<file path="config.mk">
export PLATFORM = sky130hd
export DESIGN_NAME = nwk_header_parser
export DESIGN_NICKNAME = d
export VERILOG_FILES = /design/src/sv/nhp_pkg.sv /design/src/sv/nhp_queue.sv /design/src/sv/nhp_front.sv /design/src/sv/nhp_back.sv /design/src/sv/nwk_header_parser.sv
export SDC_FILE = /design/constraint.sdc
export NUM_CORES = 1
export LEC_CHECK = 0
export BUFFER_PORTS_ARGS = -buffer_cell sky130_fd_sc_hd__buf_2
export CAP_MARGIN = 20
export CORE_MARGIN = 4
export CORE_UTILIZATION = 49
export CTS_CLUSTER_SIZE = 10
export DETAILED_ROUTE_END_ITERATION = 8
export GPL_TIMING_DRIVEN = 0
export MAX_ROUTING_LAYER = met4
export PLACE_DENSITY_LB_ADDON = 0.15
export SLEW_MARGIN = 20
export SYNTH_ARGS = -nofsm -noshare
export SYNTH_HDL_FRONTEND = slang
export SYNTH_SLANG_ARGS = --single-unit
</file>
<file path="constraint.sdc">
create_clock -name clk_i -period 8.7 [get_ports clk_i]
set_input_delay 2.61 -clock clk_i [delete_from_list [all_inputs] [get_ports clk_i]]
set_output_delay 2.61 -clock clk_i [all_outputs]
set_load 0.03 [all_outputs]
</file>
<file path="src/sv/nhp_pkg.sv">
// Shared types, codes and helper functions of the network header parser.
// No dependencies.
package nhp_pkg;

  localparam int unsigned MAX_FRAME_LEN  = 127;
  localparam int unsigned MIN_HEADER_LEN = 8;
  localparam int unsigned QUEUE_DEPTH    = 4;
  localparam int unsigned HIDX_W         = $clog2(MIN_HEADER_LEN);

  // Result kinds
  localparam logic [3:0] KIND_FRAME_CTRL = 4'd0;
  localparam logic [3:0] KIND_DST_SHORT  = 4'd1;
  localparam logic [3:0] KIND_SRC_SHORT  = 4'd2;
  localparam logic [3:0] KIND_RADIUS     = 4'd3;
  localparam logic [3:0] KIND_SEQ        = 4'd4;
  localparam logic [3:0] KIND_DST_EXT    = 4'd5;
  localparam logic [3:0] KIND_SRC_EXT    = 4'd6;
  localparam logic [3:0] KIND_MCAST      = 4'd7;
  localparam logic [3:0] KIND_RCOUNT     = 4'd8;
  localparam logic [3:0] KIND_RINDEX     = 4'd9;
  localparam logic [3:0] KIND_RENTRY     = 4'd10;
  localparam logic [3:0] KIND_PAYLOAD    = 4'd11;
  localparam logic [3:0] KIND_RAW        = 4'd12;
  localparam logic [3:0] KIND_TRUNC      = 4'd13;

  // Item index of the last header result, and of a trailing error after it
  localparam logic [2:0] IDX_HDR_LAST = 3'd4;
  localparam logic [2:0] IDX_HDR_ERR  = 3'd5;

  typedef enum logic [7:0] {
    PH_HEADER  = 8'b0000_0001,
    PH_DST_EXT = 8'b0000_0010,
    PH_SRC_EXT = 8'b0000_0100,
    PH_MCAST   = 8'b0000_1000,
    PH_RCOUNT  = 8'b0001_0000,
    PH_RINDEX  = 8'b0010_0000,
    PH_RENTRY  = 8'b0100_0000,
    PH_PAYLOAD = 8'b1000_0000
  } phase_e;

  typedef enum logic [1:0] {
    MODE_SINGLE = 2'd0,
    MODE_HEADER = 2'd1,
    MODE_RAW    = 2'd2
  } entry_mode_e;

  // Option flag bit positions
  localparam int unsigned OPT_DST = 0;
  localparam int unsigned OPT_SRC = 1;
  localparam int unsigned OPT_MC  = 2;
  localparam int unsigned OPT_RL  = 3;

  typedef struct packed {
    logic [7:0] data_byte;
    logic       frame_end;
  } nhp_in_t;

  typedef struct packed {
    logic [3:0]  field_kind;
    logic [63:0] field_value;
    logic        last_of_frame;
  } nhp_out_t;

  // One queue entry: expands into one or more results in the back end
  typedef struct packed {
    entry_mode_e mode;
    logic [3:0]  kind;
    logic [63:0] value;
    logic [2:0]  last_idx;
    logic        frame_end;
    logic        err_tail;
  } nhp_entry_t;

  typedef struct packed {
    logic full;
    logic empty;
  } nhp_qstat_t;

  function automatic logic [3:0] field_len(phase_e ph);
    logic [3:0] len;
    case (ph)
      PH_DST_EXT, PH_SRC_EXT: len = 4'd8;
      PH_RENTRY:              len = 4'd2;
      PH_HEADER, PH_PAYLOAD:  len = 4'd0;
      default:                len = 4'd1;
    endcase
    return len;
  endfunction

  function automatic logic [3:0] phase_kind(phase_e ph);
    logic [3:0] k;
    case (ph)
      PH_DST_EXT: k = KIND_DST_EXT;
      PH_SRC_EXT: k = KIND_SRC_EXT;
      PH_MCAST:   k = KIND_MCAST;
      PH_RCOUNT:  k = KIND_RCOUNT;
      PH_RINDEX:  k = KIND_RINDEX;
      default:    k = KIND_RENTRY;
    endcase
    return k;
  endfunction

  // Next phase after ph, following the announced options
  function automatic phase_e next_phase(phase_e ph, logic [3:0] flags, logic more_relays);
    logic   dst_ok, src_ok, mc_ok, rl_ok;
    phase_e nx;
    dst_ok = (ph == PH_HEADER);
    src_ok = dst_ok || (ph == PH_DST_EXT);
    mc_ok  = src_ok || (ph == PH_SRC_EXT);
    rl_ok  = mc_ok || (ph == PH_MCAST);
    if (dst_ok && flags[OPT_DST]) begin
      nx = PH_DST_EXT;
    end else if (src_ok && flags[OPT_SRC]) begin
      nx = PH_SRC_EXT;
    end else if (mc_ok && flags[OPT_MC]) begin
      nx = PH_MCAST;
    end else if (rl_ok && flags[OPT_RL]) begin
      nx = PH_RCOUNT;
    end else if (ph == PH_RCOUNT) begin
      nx = PH_RINDEX;
    end else if (((ph == PH_RINDEX) || (ph == PH_RENTRY)) && more_relays) begin
      nx = PH_RENTRY;
    end else begin
      nx = PH_PAYLOAD;
    end
    return nx;
  endfunction

endpackage

</file>
<file path="src/sv/nhp_queue.sv">
// Small register queue of parse entries between the front and back ends.
// Depends on nhp_pkg.
module nhp_queue import nhp_pkg::*; #(
  parameter int unsigned Depth = QUEUE_DEPTH
) (
  input  logic       clk_i,
  input  logic       rst_ni,
  input  logic       push_i,
  input  nhp_entry_t push_data_i,
  input  logic       pop_i,
  output nhp_entry_t head_o,
  output nhp_qstat_t stat_o
);

  localparam int unsigned PtrW = (Depth > 1) ? $clog2(Depth) : 1;
  localparam int unsigned CntW = $clog2(Depth + 1);

  nhp_entry_t            mem_q [Depth];
  logic [PtrW-1:0]       wr_q, wr_d, rd_q, rd_d;
  logic [CntW-1:0]       cnt_q, cnt_d;

  assign head_o       = mem_q[rd_q];
  assign stat_o.full  = (cnt_q == CntW'(Depth));
  assign stat_o.empty = (cnt_q == '0);

  always_comb begin
    wr_d  = wr_q;
    rd_d  = rd_q;
    cnt_d = cnt_q;
    if (push_i) begin
      wr_d = (wr_q == PtrW'(Depth - 1)) ? '0 : wr_q + PtrW'(1);
    end
    if (pop_i) begin
      rd_d = (rd_q == PtrW'(Depth - 1)) ? '0 : rd_q + PtrW'(1);
    end
    case ({push_i, pop_i})
      2'b10:   cnt_d = cnt_q + CntW'(1);
      2'b01:   cnt_d = cnt_q - CntW'(1);
      default: cnt_d = cnt_q;
    endcase
  end

  always_ff @(posedge clk_i or negedge rst_ni) begin
    if (!rst_ni) begin
      wr_q  <= '0;
      rd_q  <= '0;
      cnt_q <= '0;
    end else begin
      wr_q  <= wr_d;
      rd_q  <= rd_d;
      cnt_q <= cnt_d;
    end
  end

  always_ff @(posedge clk_i) begin
    if (push_i) begin
      mem_q[wr_q] <= push_data_i;
    end
  end

endmodule

</file>
<file path="src/sv/nhp_front.sv">
// Front end: accepts frame bytes, tracks the parse phase and assembles fields.
// Pushes one entry per completed field, payload byte or frame event. Depends on nhp_pkg.
module nhp_front import nhp_pkg::*; #(
  parameter int unsigned MaxFrameLen = MAX_FRAME_LEN
) (
  input  logic       clk_i,
  input  logic       rst_ni,
  input  logic       in_valid_i,
  output logic       in_ready_o,
  input  nhp_in_t    in_data_i,
  input  nhp_qstat_t qstat_i,
  output logic       push_o,
  output nhp_entry_t push_data_o
);

  localparam int unsigned PosW = $clog2(MaxFrameLen + 1);

  logic [PosW-1:0]                   pos_q, pos_d;
  logic [MIN_HEADER_LEN-1:0][7:0]    head_q, head_d, head_merged;
  logic [7:0][7:0]                   shift_q, shift_d, shift_new;
  phase_e                            phase_q, phase_d, nx;
  logic [3:0]                        flags_q, flags_d, flags_new;
  logic [7:0]                        relays_q, relays_d, relays_new;
  logic [3:0]                        left_q, left_d, left_new, len;
  logic [2:0]                        k;
  logic                              accept, endf, restart, err;
  logic [7:0]                        b;

  assign in_ready_o = !qstat_i.full;
  assign accept     = in_valid_i && in_ready_o;
  assign b          = in_data_i.data_byte;
  assign endf       = in_data_i.frame_end ||
                      (({1'b0, pos_q} + (PosW + 1)'(1)) >= (PosW + 1)'(MaxFrameLen));

  always_comb begin
    head_merged = head_q;
    head_merged[pos_q[HIDX_W-1:0]] = b;
    len       = field_len(phase_q);
    k         = 3'(len - left_q);
    left_new  = left_q - 4'd1;
    shift_new = shift_q;
    shift_new[k] = b;
    flags_new = '0;
    flags_new[OPT_DST] = head_q[1][3];
    flags_new[OPT_SRC] = head_q[1][4];
    flags_new[OPT_MC]  = head_q[1][0];
    flags_new[OPT_RL]  = head_q[1][2];
    relays_new = relays_q;
    if (phase_q == PH_RCOUNT) begin
      relays_new = b;
    end else if ((phase_q == PH_RENTRY) && (relays_q != '0)) begin
      relays_new = relays_q - 8'd1;
    end
    if (phase_q == PH_HEADER) begin
      nx = next_phase(PH_HEADER, flags_new, 1'b0);
    end else begin
      nx = next_phase(phase_q, flags_q, relays_new != '0);
    end
    err = endf && (nx != PH_PAYLOAD);
  end

  always_comb begin
    pos_d       = pos_q;
    head_d      = head_q;
    shift_d     = shift_q;
    phase_d     = phase_q;
    flags_d     = flags_q;
    relays_d    = relays_q;
    left_d      = left_q;
    restart     = 1'b0;
    push_o      = 1'b0;
    push_data_o = '0;
    push_data_o.mode = MODE_SINGLE;

    if (accept) begin
      if ((phase_q != PH_HEADER) && (pos_q < PosW'(MaxFrameLen))) begin
        pos_d = pos_q + PosW'(1);
      end
      unique case (phase_q)
        PH_HEADER: begin
          head_d = head_merged;
          if (pos_q < PosW'(MIN_HEADER_LEN - 1)) begin
            if (endf) begin
              // short frame: replay the buffered bytes
              push_o                = 1'b1;
              push_data_o.mode      = MODE_RAW;
              push_data_o.kind      = KIND_RAW;
              push_data_o.value     = head_merged;
              push_data_o.last_idx  = pos_q[2:0];
              push_data_o.frame_end = 1'b1;
              restart               = 1'b1;
            end else begin
              pos_d = pos_q + PosW'(1);
            end
          end else begin
            push_o                = 1'b1;
            push_data_o.mode      = MODE_HEADER;
            push_data_o.kind      = KIND_FRAME_CTRL;
            push_data_o.value     = head_merged;
            push_data_o.last_idx  = err ? IDX_HDR_ERR : IDX_HDR_LAST;
            push_data_o.frame_end = endf;
            push_data_o.err_tail  = err;
            if (endf) begin
              restart = 1'b1;
            end else begin
              pos_d   = PosW'(MIN_HEADER_LEN);
              flags_d = flags_new;
              phase_d = nx;
              shift_d = '0;
              left_d  = field_len(nx);
            end
          end
        end
        PH_PAYLOAD: begin
          push_o                = 1'b1;
          push_data_o.kind      = KIND_PAYLOAD;
          push_data_o.value     = {56'd0, b};
          push_data_o.frame_end = endf;
          restart               = endf;
        end
        PH_DST_EXT, PH_SRC_EXT, PH_MCAST, PH_RCOUNT, PH_RINDEX, PH_RENTRY: begin
          if (left_new != '0) begin
            shift_d = shift_new;
            left_d  = left_new;
            if (endf) begin
              // frame ends inside a field
              push_o                = 1'b1;
              push_data_o.kind      = KIND_TRUNC;
              push_data_o.frame_end = 1'b1;
              restart               = 1'b1;
            end
          end else begin
            push_o                = 1'b1;
            push_data_o.kind      = phase_kind(phase_q);
            push_data_o.value     = shift_new;
            push_data_o.last_idx  = {2'b00, err};
            push_data_o.frame_end = endf;
            push_data_o.err_tail  = err;
            if (endf) begin
              restart = 1'b1;
            end else begin
              relays_d = relays_new;
              phase_d  = nx;
              shift_d  = '0;
              left_d   = field_len(nx);
            end
          end
        end
        default: begin
          phase_d = PH_HEADER;
        end
      endcase
    end

    if (restart) begin
      pos_d    = '0;
      shift_d  = '0;
      phase_d  = PH_HEADER;
      flags_d  = '0;
      relays_d = '0;
      left_d   = '0;
    end
  end

  always_ff @(posedge clk_i or negedge rst_ni) begin
    if (!rst_ni) begin
      pos_q    <= '0;
      shift_q  <= '0;
      phase_q  <= PH_HEADER;
      flags_q  <= '0;
      relays_q <= '0;
      left_q   <= '0;
    end else begin
      pos_q    <= pos_d;
      shift_q  <= shift_d;
      phase_q  <= phase_d;
      flags_q  <= flags_d;
      relays_q <= relays_d;
      left_q   <= left_d;
    end
  end

  // header bytes hold until overwritten by the next frame
  always_ff @(posedge clk_i) begin
    head_q <= head_d;
  end

endmodule

</file>
<file path="src/sv/nhp_back.sv">
// Back end: expands queue entries into result items through an output register.
// Depends on nhp_pkg.
module nhp_back import nhp_pkg::*; (
  input  logic       clk_i,
  input  logic       rst_ni,
  input  nhp_entry_t head_i,
  input  nhp_qstat_t qstat_i,
  output logic       pop_o,
  output logic       out_valid_o,
  input  logic       out_ready_i,
  output nhp_out_t   out_data_o
);

  logic       out_valid_q, out_valid_d;
  nhp_out_t   out_q, item;
  logic [2:0] idx_q, idx_d;
  logic       load, is_final;

  assign load     = !qstat_i.empty && (!out_valid_q || out_ready_i);
  assign is_final = (idx_q == head_i.last_idx);
  assign pop_o    = load && is_final;

  always_comb begin
    item.field_kind    = head_i.kind;
    item.field_value   = head_i.value;
    item.last_of_frame = is_final && head_i.frame_end;
    if (head_i.err_tail && is_final) begin
      item.field_kind  = KIND_TRUNC;
      item.field_value = '0;
    end else begin
      case (head_i.mode)
        MODE_HEADER: begin
          case (idx_q)
            3'd0: begin
              item.field_kind  = KIND_FRAME_CTRL;
              item.field_value = {48'd0, head_i.value[15:0]};
            end
            3'd1: begin
              item.field_kind  = KIND_DST_SHORT;
              item.field_value = {48'd0, head_i.value[31:16]};
            end
            3'd2: begin
              item.field_kind  = KIND_SRC_SHORT;
              item.field_value = {48'd0, head_i.value[47:32]};
            end
            3'd3: begin
              item.field_kind  = KIND_RADIUS;
              item.field_value = {56'd0, head_i.value[55:48]};
            end
            default: begin
              item.field_kind  = KIND_SEQ;
              item.field_value = {56'd0, head_i.value[63:56]};
            end
          endcase
        end
        MODE_RAW: begin
          item.field_kind  = KIND_RAW;
          item.field_value = {56'd0, head_i.value[idx_q*8 +: 8]};
        end
        default: begin
          item.field_kind  = head_i.kind;
          item.field_value = head_i.value;
        end
      endcase
    end
  end

  always_comb begin
    idx_d       = idx_q;
    out_valid_d = out_valid_q;
    if (load) begin
      out_valid_d = 1'b1;
      idx_d       = is_final ? 3'd0 : idx_q + 3'd1;
    end else if (out_ready_i) begin
      out_valid_d = 1'b0;
    end
  end

  always_ff @(posedge clk_i or negedge rst_ni) begin
    if (!rst_ni) begin
      out_valid_q <= 1'b0;
      idx_q       <= '0;
    end else begin
      out_valid_q <= out_valid_d;
      idx_q       <= idx_d;
    end
  end

  always_ff @(posedge clk_i) begin
    if (load) begin
      out_q <= item;
    end
  end

  assign out_valid_o = out_valid_q;
  assign out_data_o  = out_q;

endmodule

</file>
<file path="src/sv/nwk_header_parser.sv">
// Channel | Direction | Handshake              | Payload
// in      | input     | in_valid_i/in_ready_o   | in_data_i  (nhp_in_t: data_byte, frame_end)
// out     | output    | out_valid_o/out_ready_i | out_data_o (nhp_out_t: kind, value, last)
//
// Accepts one byte per cycle while the entry queue has room; each byte yields at
// most one queue entry. The output register drains one result per cycle unless
// stalled, so the 8th header byte (5-6 results) or a short frame (up to 7) stays
// in the back end while the queue (QueueDepth entries) absorbs the following bytes.
// Reset clears parse state and the queue at once; no clearing pass is needed.
// Either side may stall independently; a stalled result holds in the output register.
// Top level of the network header parser. Depends on nhp_pkg, nhp_front,
// nhp_queue and nhp_back.
module nwk_header_parser import nhp_pkg::*; #(
  parameter int unsigned MaxFrameLen = MAX_FRAME_LEN,
  parameter int unsigned QueueDepth  = QUEUE_DEPTH
) (
  input  logic     clk_i,
  input  logic     rst_ni,
  input  logic     in_valid_i,
  output logic     in_ready_o,
  input  nhp_in_t  in_data_i,
  output logic     out_valid_o,
  input  logic     out_ready_i,
  output nhp_out_t out_data_o
);

  logic       push, pop;
  nhp_entry_t push_data, head;
  nhp_qstat_t qstat;

  nhp_front #(
    .MaxFrameLen(MaxFrameLen)
  ) u_front (
    .clk_i      (clk_i),
    .rst_ni     (rst_ni),
    .in_valid_i (in_valid_i),
    .in_ready_o (in_ready_o),
    .in_data_i  (in_data_i),
    .qstat_i    (qstat),
    .push_o     (push),
    .push_data_o(push_data)
  );

  nhp_queue #(
    .Depth(QueueDepth)
  ) u_queue (
    .clk_i      (clk_i),
    .rst_ni     (rst_ni),
    .push_i     (push),
    .push_data_i(push_data),
    .pop_i      (pop),
    .head_o     (head),
    .stat_o     (qstat)
  );

  nhp_back u_back (
    .clk_i      (clk_i),
    .rst_ni     (rst_ni),
    .head_i     (head),
    .qstat_i    (qstat),
    .pop_o      (pop),
    .out_valid_o(out_valid_o),
    .out_ready_i(out_ready_i),
    .out_data_o (out_data_o)
  );

endmodule

</file>
# Word level (Yosys, flattened, before mapping)
# Memory sizes are Yosys's and may differ from the RTL's.
# Cells that the tools add are included.
[word_totals]
ff_bits = 239
ram_bits = 300
input_bits = 13
out_inout_bits = 71
wordCells = 215
memories = 1
[mem_list]
columns = ["memory", "words", "word_bits", "read_ports", "rd_ports_with_merged_regs", "wr", "line", "source"]
rows = [
  ["u_queue.mem_q", 4, 75, 1, 0, 1, "nhp_queue.sv:18", "nhp_entry_t mem_q [Depth];"],
]
[op_classes]
addsub = 10
magnitude_cmp = 7
eq_ne = 32
shift = 1
muxes = 89
reduce_logical = 46
[ops]
columns = ["op", "n"]
rows = [
  ["$mux W64", 5],
  ["$pmux W67 S4", 1],
  ["$pmux W68 S3", 1],
  ["$mux W8", 25],
  ["$mux W74", 2],
  ["$pmux W68 S2", 1],
  ["$bwmux W64", 2],
  ["$pmux W64 S2", 1],
  ["$mux W75", 1],
  ["$mux W67", 1],
  ["$shiftx A64 B7 Y8", 1],
  ["$mux W7", 7],
  ["$demux W8 S3", 2],
  ["$mux W4", 12],
  ["$pmux W8 S3", 1],
  ["$pmux W4 S5", 1],
  ["$eq A8 B1 Y1 const B", 2],
  ["$eq A8 B2 Y1 const B", 2],
  ["$eq A8 B3 Y1 const B", 2],
  ["$eq A8 B7 Y1 const B", 2],
  ["$eq A8 B8 Y1 const B", 2],
  ["$reduce_bool A8 Y1", 2],
  ["$logic_and A1 B1 Y1", 15],
  ["$mux W1", 13],
  ["47 further kinds", 81],
]

# Longest topological paths before layout
[depth]
ltp_word = 21
depth_mapped = 17
depth_no_buf = 15

# Modules after synthesis
# A second synthesis with hierarchy kept.
[unflattened]
hier_cells = 1666
area_unflattened_um2 = 24427.2
[by_module_without_submodules]
columns = ["mod", "instances", "cells_per_inst", "area_per_inst_um2", "seq_area_each_um2"]
rows = [
  ["nhp_queue", 1, 430, 11265.8, 9183.8],
  ["nhp_front", 1, 915, 9211.3, 4275.4],
  ["nhp_back", 1, 321, 3950.0, 2172.1],
]

# Least setup slack after synthesis
# No wires, ideal clock.
[synth_timing]
path_kind = "input to register"
startpoint = "in out_ready_i"
endpoint = "reg u_queue.cnt_q[2]"
setup_ns = 0.079
t_arrival_ns = 5.719
t_required_ns = 8.621
path_slack_ns = 2.902
path_stages = 11
n_path_buf = 0
cell_sequence = "inv_1 a21o_1 inv_1 nand2_1 inv_1 ha_1 inv_1 fa_1 xor2_1 nor2_1 xor2_1"
[synth_via]
elab_chain_cells = 5
elab_cells_between_ends = 7
classes_between = "eq/ne (2); mux (1); reduce/logical (4)"
[synth_rtl]
columns = ["element", "line", "source"]
rows = [
  ["from (decl)", "nwk_header_parser.sv:23", "input logic out_ready_i,"],
  ["$logic_or A1 B1 Y1 (*)", "nhp_back.sv:19", "assign load = !qstat_i.empty && (!out_valid_q || out_ready_i);"],
  ["$logic_and A1 B1 Y1 (*)", "nhp_back.sv:19", ""],
  ["named net u_back.load", "nhp_back.sv:17", "logic load, is_final;"],
  ["$logic_and A1 B1 Y1 (*)", "nhp_back.sv:21", "assign pop_o = load && is_final;"],
  ["named net pop", "nwk_header_parser.sv:27", "logic push, pop;"],
  ["$eq A2 B1 Y1 / $eq A2 B2 Y1 (equally long branches)", "nhp_queue.sv:36", "case ({push_i, pop_i})"],
  ["$pmux W3 S2 / $reduce_bool A2 Y1 (equally long branches)", "n/a", ""],
  ["to (signal assigned)", "nhp_queue.sv:51", "cnt_q <= cnt_d;"],
  ["to (decl)", "nhp_queue.sv:20", "logic [CntW-1:0] cnt_q, cnt_d;"],
]
# Mark *: on every way through the listed nets, which the timed path passes. The rest lies on a longest branch.
# A chain may end at the register's enable or synchronous reset.

==> impl_table.tex <==
\begin{tabular}{lr}
\hline
Metric & Value \\
\hline
\multicolumn{2}{l}{\textbf{Status}} \\
\quad Outcome & finished, final reports clean \\
\multicolumn{2}{l}{\textbf{Logic synthesis}} \\
\quad Most frequent cells after synthesis & sky130\_fd\_sc\_hd\_\_edfxtp\_1, sky130\_fd\_sc\_hd\_\_nand2\_1, sky130\_fd\_sc\_hd\_\_a21oi\_1 \\
\quad Top-area cell type share of the netlist area & 53.4\% \\
\quad Syn\_area\_per\_cell & 14.2 um\^{}2 \\
\quad Biggest area contributors in the synthesized netlist & sky130\_fd\_sc\_hd\_\_edfxtp\_1, sky130\_fd\_sc\_hd\_\_dfrtp\_1, sky130\_fd\_sc\_hd\_\_mux4\_2, sky130\_fd\_sc\_hd\_\_a22o\_1, sky130\_fd\_sc\_hd\_\_nand2\_1 \\
\quad Synth Cell Area & 24,300 um\^{}2 \\
\quad Total nets after synthesis & 1,753 \\
\quad Flop and latch count out of synthesis & 538 \\
\quad Count of cell types in the netlist & 79 \\
\quad Flip-flop cell with the highest count after synthesis & sky130\_fd\_sc\_hd\_\_edfxtp\_1 \\
\quad Synth async-reset ratio & 19.5\% \\
\quad Cells after synthesis & 1,719 \\
\quad Yosys synthesis warning count & 0 \\
\quad Share of synthesized area occupied by flip-flops and latches & 64.2\% \\
\quad Number of flops mapped to enable cells by yosys & 433 \\
\quad Most common cell in the synthesized netlist & sky130\_fd\_sc\_hd\_\_edfxtp\_1 \\
\quad Cell type with the highest aggregate area in the netlist & sky130\_fd\_sc\_hd\_\_edfxtp\_1 \\
\multicolumn{2}{l}{\textbf{Worst setup path}} \\
\quad Worst r2r src & u\_front.phase\_q[1]\$\_DFFE\_PN0P\_ \\
\quad FF-to-FF setup slack & 3.88 ns \\
\quad Worst path slowest cell & sky130\_fd\_sc\_hd\_\_xor2\_1 \\
\quad Crit start category & register \\
\quad Data arrival, critical path & 5.20 ns \\
\quad Number of cells on the worst reg-to-reg path & 12 \\
\quad Slowest cell delay on critical path & 0.66 ns \\
\quad Cells along the critical path & buf\_6 > nor4\_4 > nand4b\_1 > nand3\_1 > ha\_1 > inv\_1 > fa\_1 > xor2\_1 > nand2\_1 > o21ai\_1 > a222oi\_1 > nor2\_1 \\
\quad Type of the worst setup path & reg -> reg \\
\quad Worst Setup End Kind & register \\
\quad Critical path data required time & 9.08 ns \\
\quad Largest fanout on the critical path & 10 \\
\quad Endpoint of the most critical register-to-register path & u\_queue.mem\_q[0][5]\$\_DFFE\_PP\_ \\
\multicolumn{2}{l}{\textbf{Final layout}} \\
\quad Number of antenna repair diodes & 0 \\
\quad Filler-free cell count of the finished design & 2,572 \\
\quad Filler cells & 4,022 \\
\quad Layout overhead on the synthesized area & 13.3\% \\
\quad Number of nets at the end of the flow & 1,905 \\
\quad Fraction of layout instances using a drive strength above 1 & 19.5\% \\
\quad Combined flip-flop and latch cell area & 15,600 um\^{}2 \\
\quad Footprint of the multi-input gates & 8090 um\^{}2 \\
\quad Fin util & 56.2\% \\
\multicolumn{2}{l}{\textbf{STA}} \\
\quad Final Slew Violations & 0 \\
\quad Final hold violation count & 0 \\
\quad RSZ-0062 raised after global routing & false \\
\quad Clock tree skew after final layout & 0.0603 ns \\
\quad Total setup violations reported at the end of the flow & 0 \\
\quad Worst slew pin tran & 1.02 ns \\
\quad Peak Freq & 207 MHz \\
\quad Final worst path period share & 55.4\% \\
\quad Max-Slew Margin vs Limit & 31.4\% \\
\quad Least setup slack across all paths after layout & 3.88 ns \\
\quad Minimum clock period after layout & 4.82 ns \\
\quad Setup total negative slack & 0 ns \\
\multicolumn{2}{l}{\textbf{CTS}} \\
\quad Post-cts repair resize count & 0 \\
\quad Number of hold buffers added after cts & 0 \\
\quad CTS root buffer & sky130\_fd\_sc\_hd\_\_clkbuf\_16 \\
\quad H-tree lvl count & 2 \\
\quad Clock insertion delay at the later pin of the skew report & 0.65 ns \\
\quad Clock buffer count from CTS & 61 \\
\quad Sink count of the clock tree & 538 \\
\quad Clock tree from TritonCTS & built \\
\quad CTS Buffer Depth & 3 \\
\quad Clock-pin transition on the worst setup and hold timing paths & 0.06 ns \\
\quad Buffers inserted during post-CTS setup optimization & 0 \\
\multicolumn{2}{l}{\textbf{Place}} \\
\quad Detail Placement HPWL & 45,700 um \\
\quad Global placer's final weighted congestion & 0.933 \\
\quad Placed cells & 2,472 \\
\quad Pre-CTS setup slack & 3.63 ns \\
\quad Count of input and output buffers & 81 \\
\multicolumn{2}{l}{\textbf{Floorplan}} \\
\quad Die Ht & 231 um \\
\quad IO Pins & 84 \\
\quad Floorplan Core Area & 49,100 um\^{}2 \\
\quad Area enclosed by the die boundary & 53,300 um\^{}2 \\
\quad Die span in x & 231 um \\
\quad Effective utilization at floorplan & 49.6\% \\
\quad Core Rows & 81 \\
\multicolumn{2}{l}{\textbf{Pwr}} \\
\quad Largest vdd supply drop & 0.174 mV \\
\quad Internal & 6.66 mW \\
\quad Leakage power of the design & 9.78 nW \\
\quad Net switching power figure & 4.41 mW \\
\quad Switching part of the total & 39.8\% \\
\quad Logic pwr share & 43.9\% \\
\quad Share of total power in the clock network & 20.9\% \\
\quad Pwr per Cell Area & 401 nW/um\^{}2 \\
\quad Sequential share of power & 35.2\% \\
\multicolumn{2}{l}{\textbf{Detailed routing}} \\
\quad Final antenna-violating net count & 0 \\
\quad Drt first-iter violations & 1,894 \\
\quad Average vias per placed instance & 6.05 \\
\quad Remaining DRCs & 0 \\
\quad Total number of vias & 15,553 \\
\quad Router iterations before antenna repair & 7 \\
\quad Final wirelength & 64,800 um \\
\quad Avg WL per Cell & 25.2 um \\
\multicolumn{2}{l}{\textbf{Min path}} \\
\quad Worst Min Path Start & u\_back.out\_valid\_o\$\_DFFE\_PN0P\_ \\
\quad Hold depth & 2 \\
\quad Type of the tightest min-delay check & reg -> reg \\
\quad Terminating pin of the worst hold path & u\_back.out\_valid\_o\$\_DFFE\_PN0P\_ \\
\multicolumn{2}{l}{\textbf{Flow run}} \\
\quad Count of max-cap constraint violations & 0 \\
\multicolumn{2}{l}{\textbf{Global routing}} \\
\quad Number of global-route vias before repair & 15,014 \\
\quad Maximum number of pins on one net before global-route repair & 78 \\
\quad Remaining Overflow, GRT & 0 \\
\quad Total global-route track usage & 25.1\% \\
\quad Wire length of the first global-routing pass & 97,900 um \\
\quad Antenna violations before repair & 0 \\
\hline
\end{tabular}
## per-layer routing
layer,vias up,GRT usage [%],share of wire (%)
li1,6887,-,-
met1,7872,35.5,44
met2,653,37.4,46
met3,141,4.13,6.9
met4,0,8.64,3.7
met5,-,-,0
## power groups by stage
| stage | Sequential (mW) | Clock [mW] | Combinational [mW] |
|---|---|---|---|
| 6_report | 3.90 | 2.31 | 4.86 |
| 5_1_grt | 3.95 | 2.46 | 5.22 |
| 4_1_cts | 3.90 | 2.36 | 4.85 |
| 3_5_place_dp | 3.95 | 0 | 4.83 |
| 3_3_place_gp | 3.98 | 0 | 4.72 |
| 2_1_floorplan | 4.29 | 0 | 2.94 |
## layout make-up
| class | instances | area share, % |
|---|---|---|
| flip-flops and latches | 538 | 56.7 |
| multi-input cells | 1022 | 29.3 |
| clock buffers | 94 | 6.09 |
| well taps | 664 | 3.01 |
| repair buffers | 89 | 2.22 |
| plain buffers | 114 | 1.76 |
| inverters | 45 | 0.630 |
| clock inverters | 6 | 0.317 |
## sequential cells by signal, indices dropped and copies added, names as in the netlist, 4 cells and up
| register | count |
|---|---|
| u_queue.mem_q | 300 |
| u_front.shift_q | 64 |
| u_front.left_q | 4 |
| u_front.flags_new | 4 |
| u_front.phase_q | 8 |
| u_back.out_data_o | 69 |
| u_front.pos_q | 7 |
| u_front.head_q | 60 |
| u_front.relays_q | 8 |
## worst max-delay path: cells and delay by family (launching register included)
| kind | cells | cell delay (ns) |
|---|---|---|
| AND/OR/NAND/NOR | 5 | 1.92 |
| buffers and inverters | 2 | 0.19 |
| AO/OA/AOI/OAI | 2 | 0.84 |
| flip-flops | 1 | 0.37 |
| adder cells (fa/ha/maj) | 2 | 0.60 |
| XOR/XNOR | 1 | 0.66 |
## stage by stage
stage               cell area, um^2  hold slack, ns  power, mW
finish                        27600           0.486       11.1
global route                  27600           0.515       11.6
CTS                           27600           0.495       11.1
detailed placement            25800           0.482       8.78
global placement              25600           0.477       8.70
floorplan                     24300           0.459       7.22
## worst max-delay path by stage
stage                                   start                              to  slack (ns)  cells past startpoint
6_report       u_front.phase_q[1]$_DFFE_PN0P_   u_queue.mem_q[0][5]$_DFFE_PP_        3.88                     12
5_1_grt        u_front.phase_q[1]$_DFFE_PN0P_  u_queue.mem_q[1][60]$_DFFE_PP_        3.59                     13
4_1_cts        u_front.phase_q[1]$_DFFE_PN0P_  u_queue.mem_q[3][21]$_DFFE_PP_        3.91                     12
3_5_place_dp                       in_valid_i  u_queue.mem_q[0][71]$_DFFE_PP_        3.63                      7
3_3_place_gp                     in_data_i[0]  u_queue.mem_q[1][36]$_DFFE_PP_        1.41                      6
2_1_floorplan                     out_ready_i    u_queue.cnt_q[2]$_DFFE_PN0P_        2.90                     11
## cells by family (layout without fill, tap and decap cells)
kind of cell | count (synthesis) | after routing | share of synthesized area, %
XOR/XNOR | 14 | 14 | 0.504
AND/OR/NAND/NOR | 462 | 462 | 9.12
AO/OA/AOI/OAI | 360 | 360 | 10.6
multiplexers | 165 | 165 | 11.8
flip-flops | 538 | 538 | 64.2
adder cells (fa/ha/maj) | 21 | 21 | 1.14
buffers and inverters | 159 | 348 | 2.69
## layout by cell type, fill, tap and decap left out, drive strengths merged, types with 46 or more instances in the layout
cell type and n:
o21ai 46, mux4 91, clkbuf 169, a21oi 118, nor2 115, mux2 58, dfrtp 104, a22o 80
buf 128, edfxtp 433, nand2 183, and2 58
Note: power is estimated with default switching activity, not from simulation.
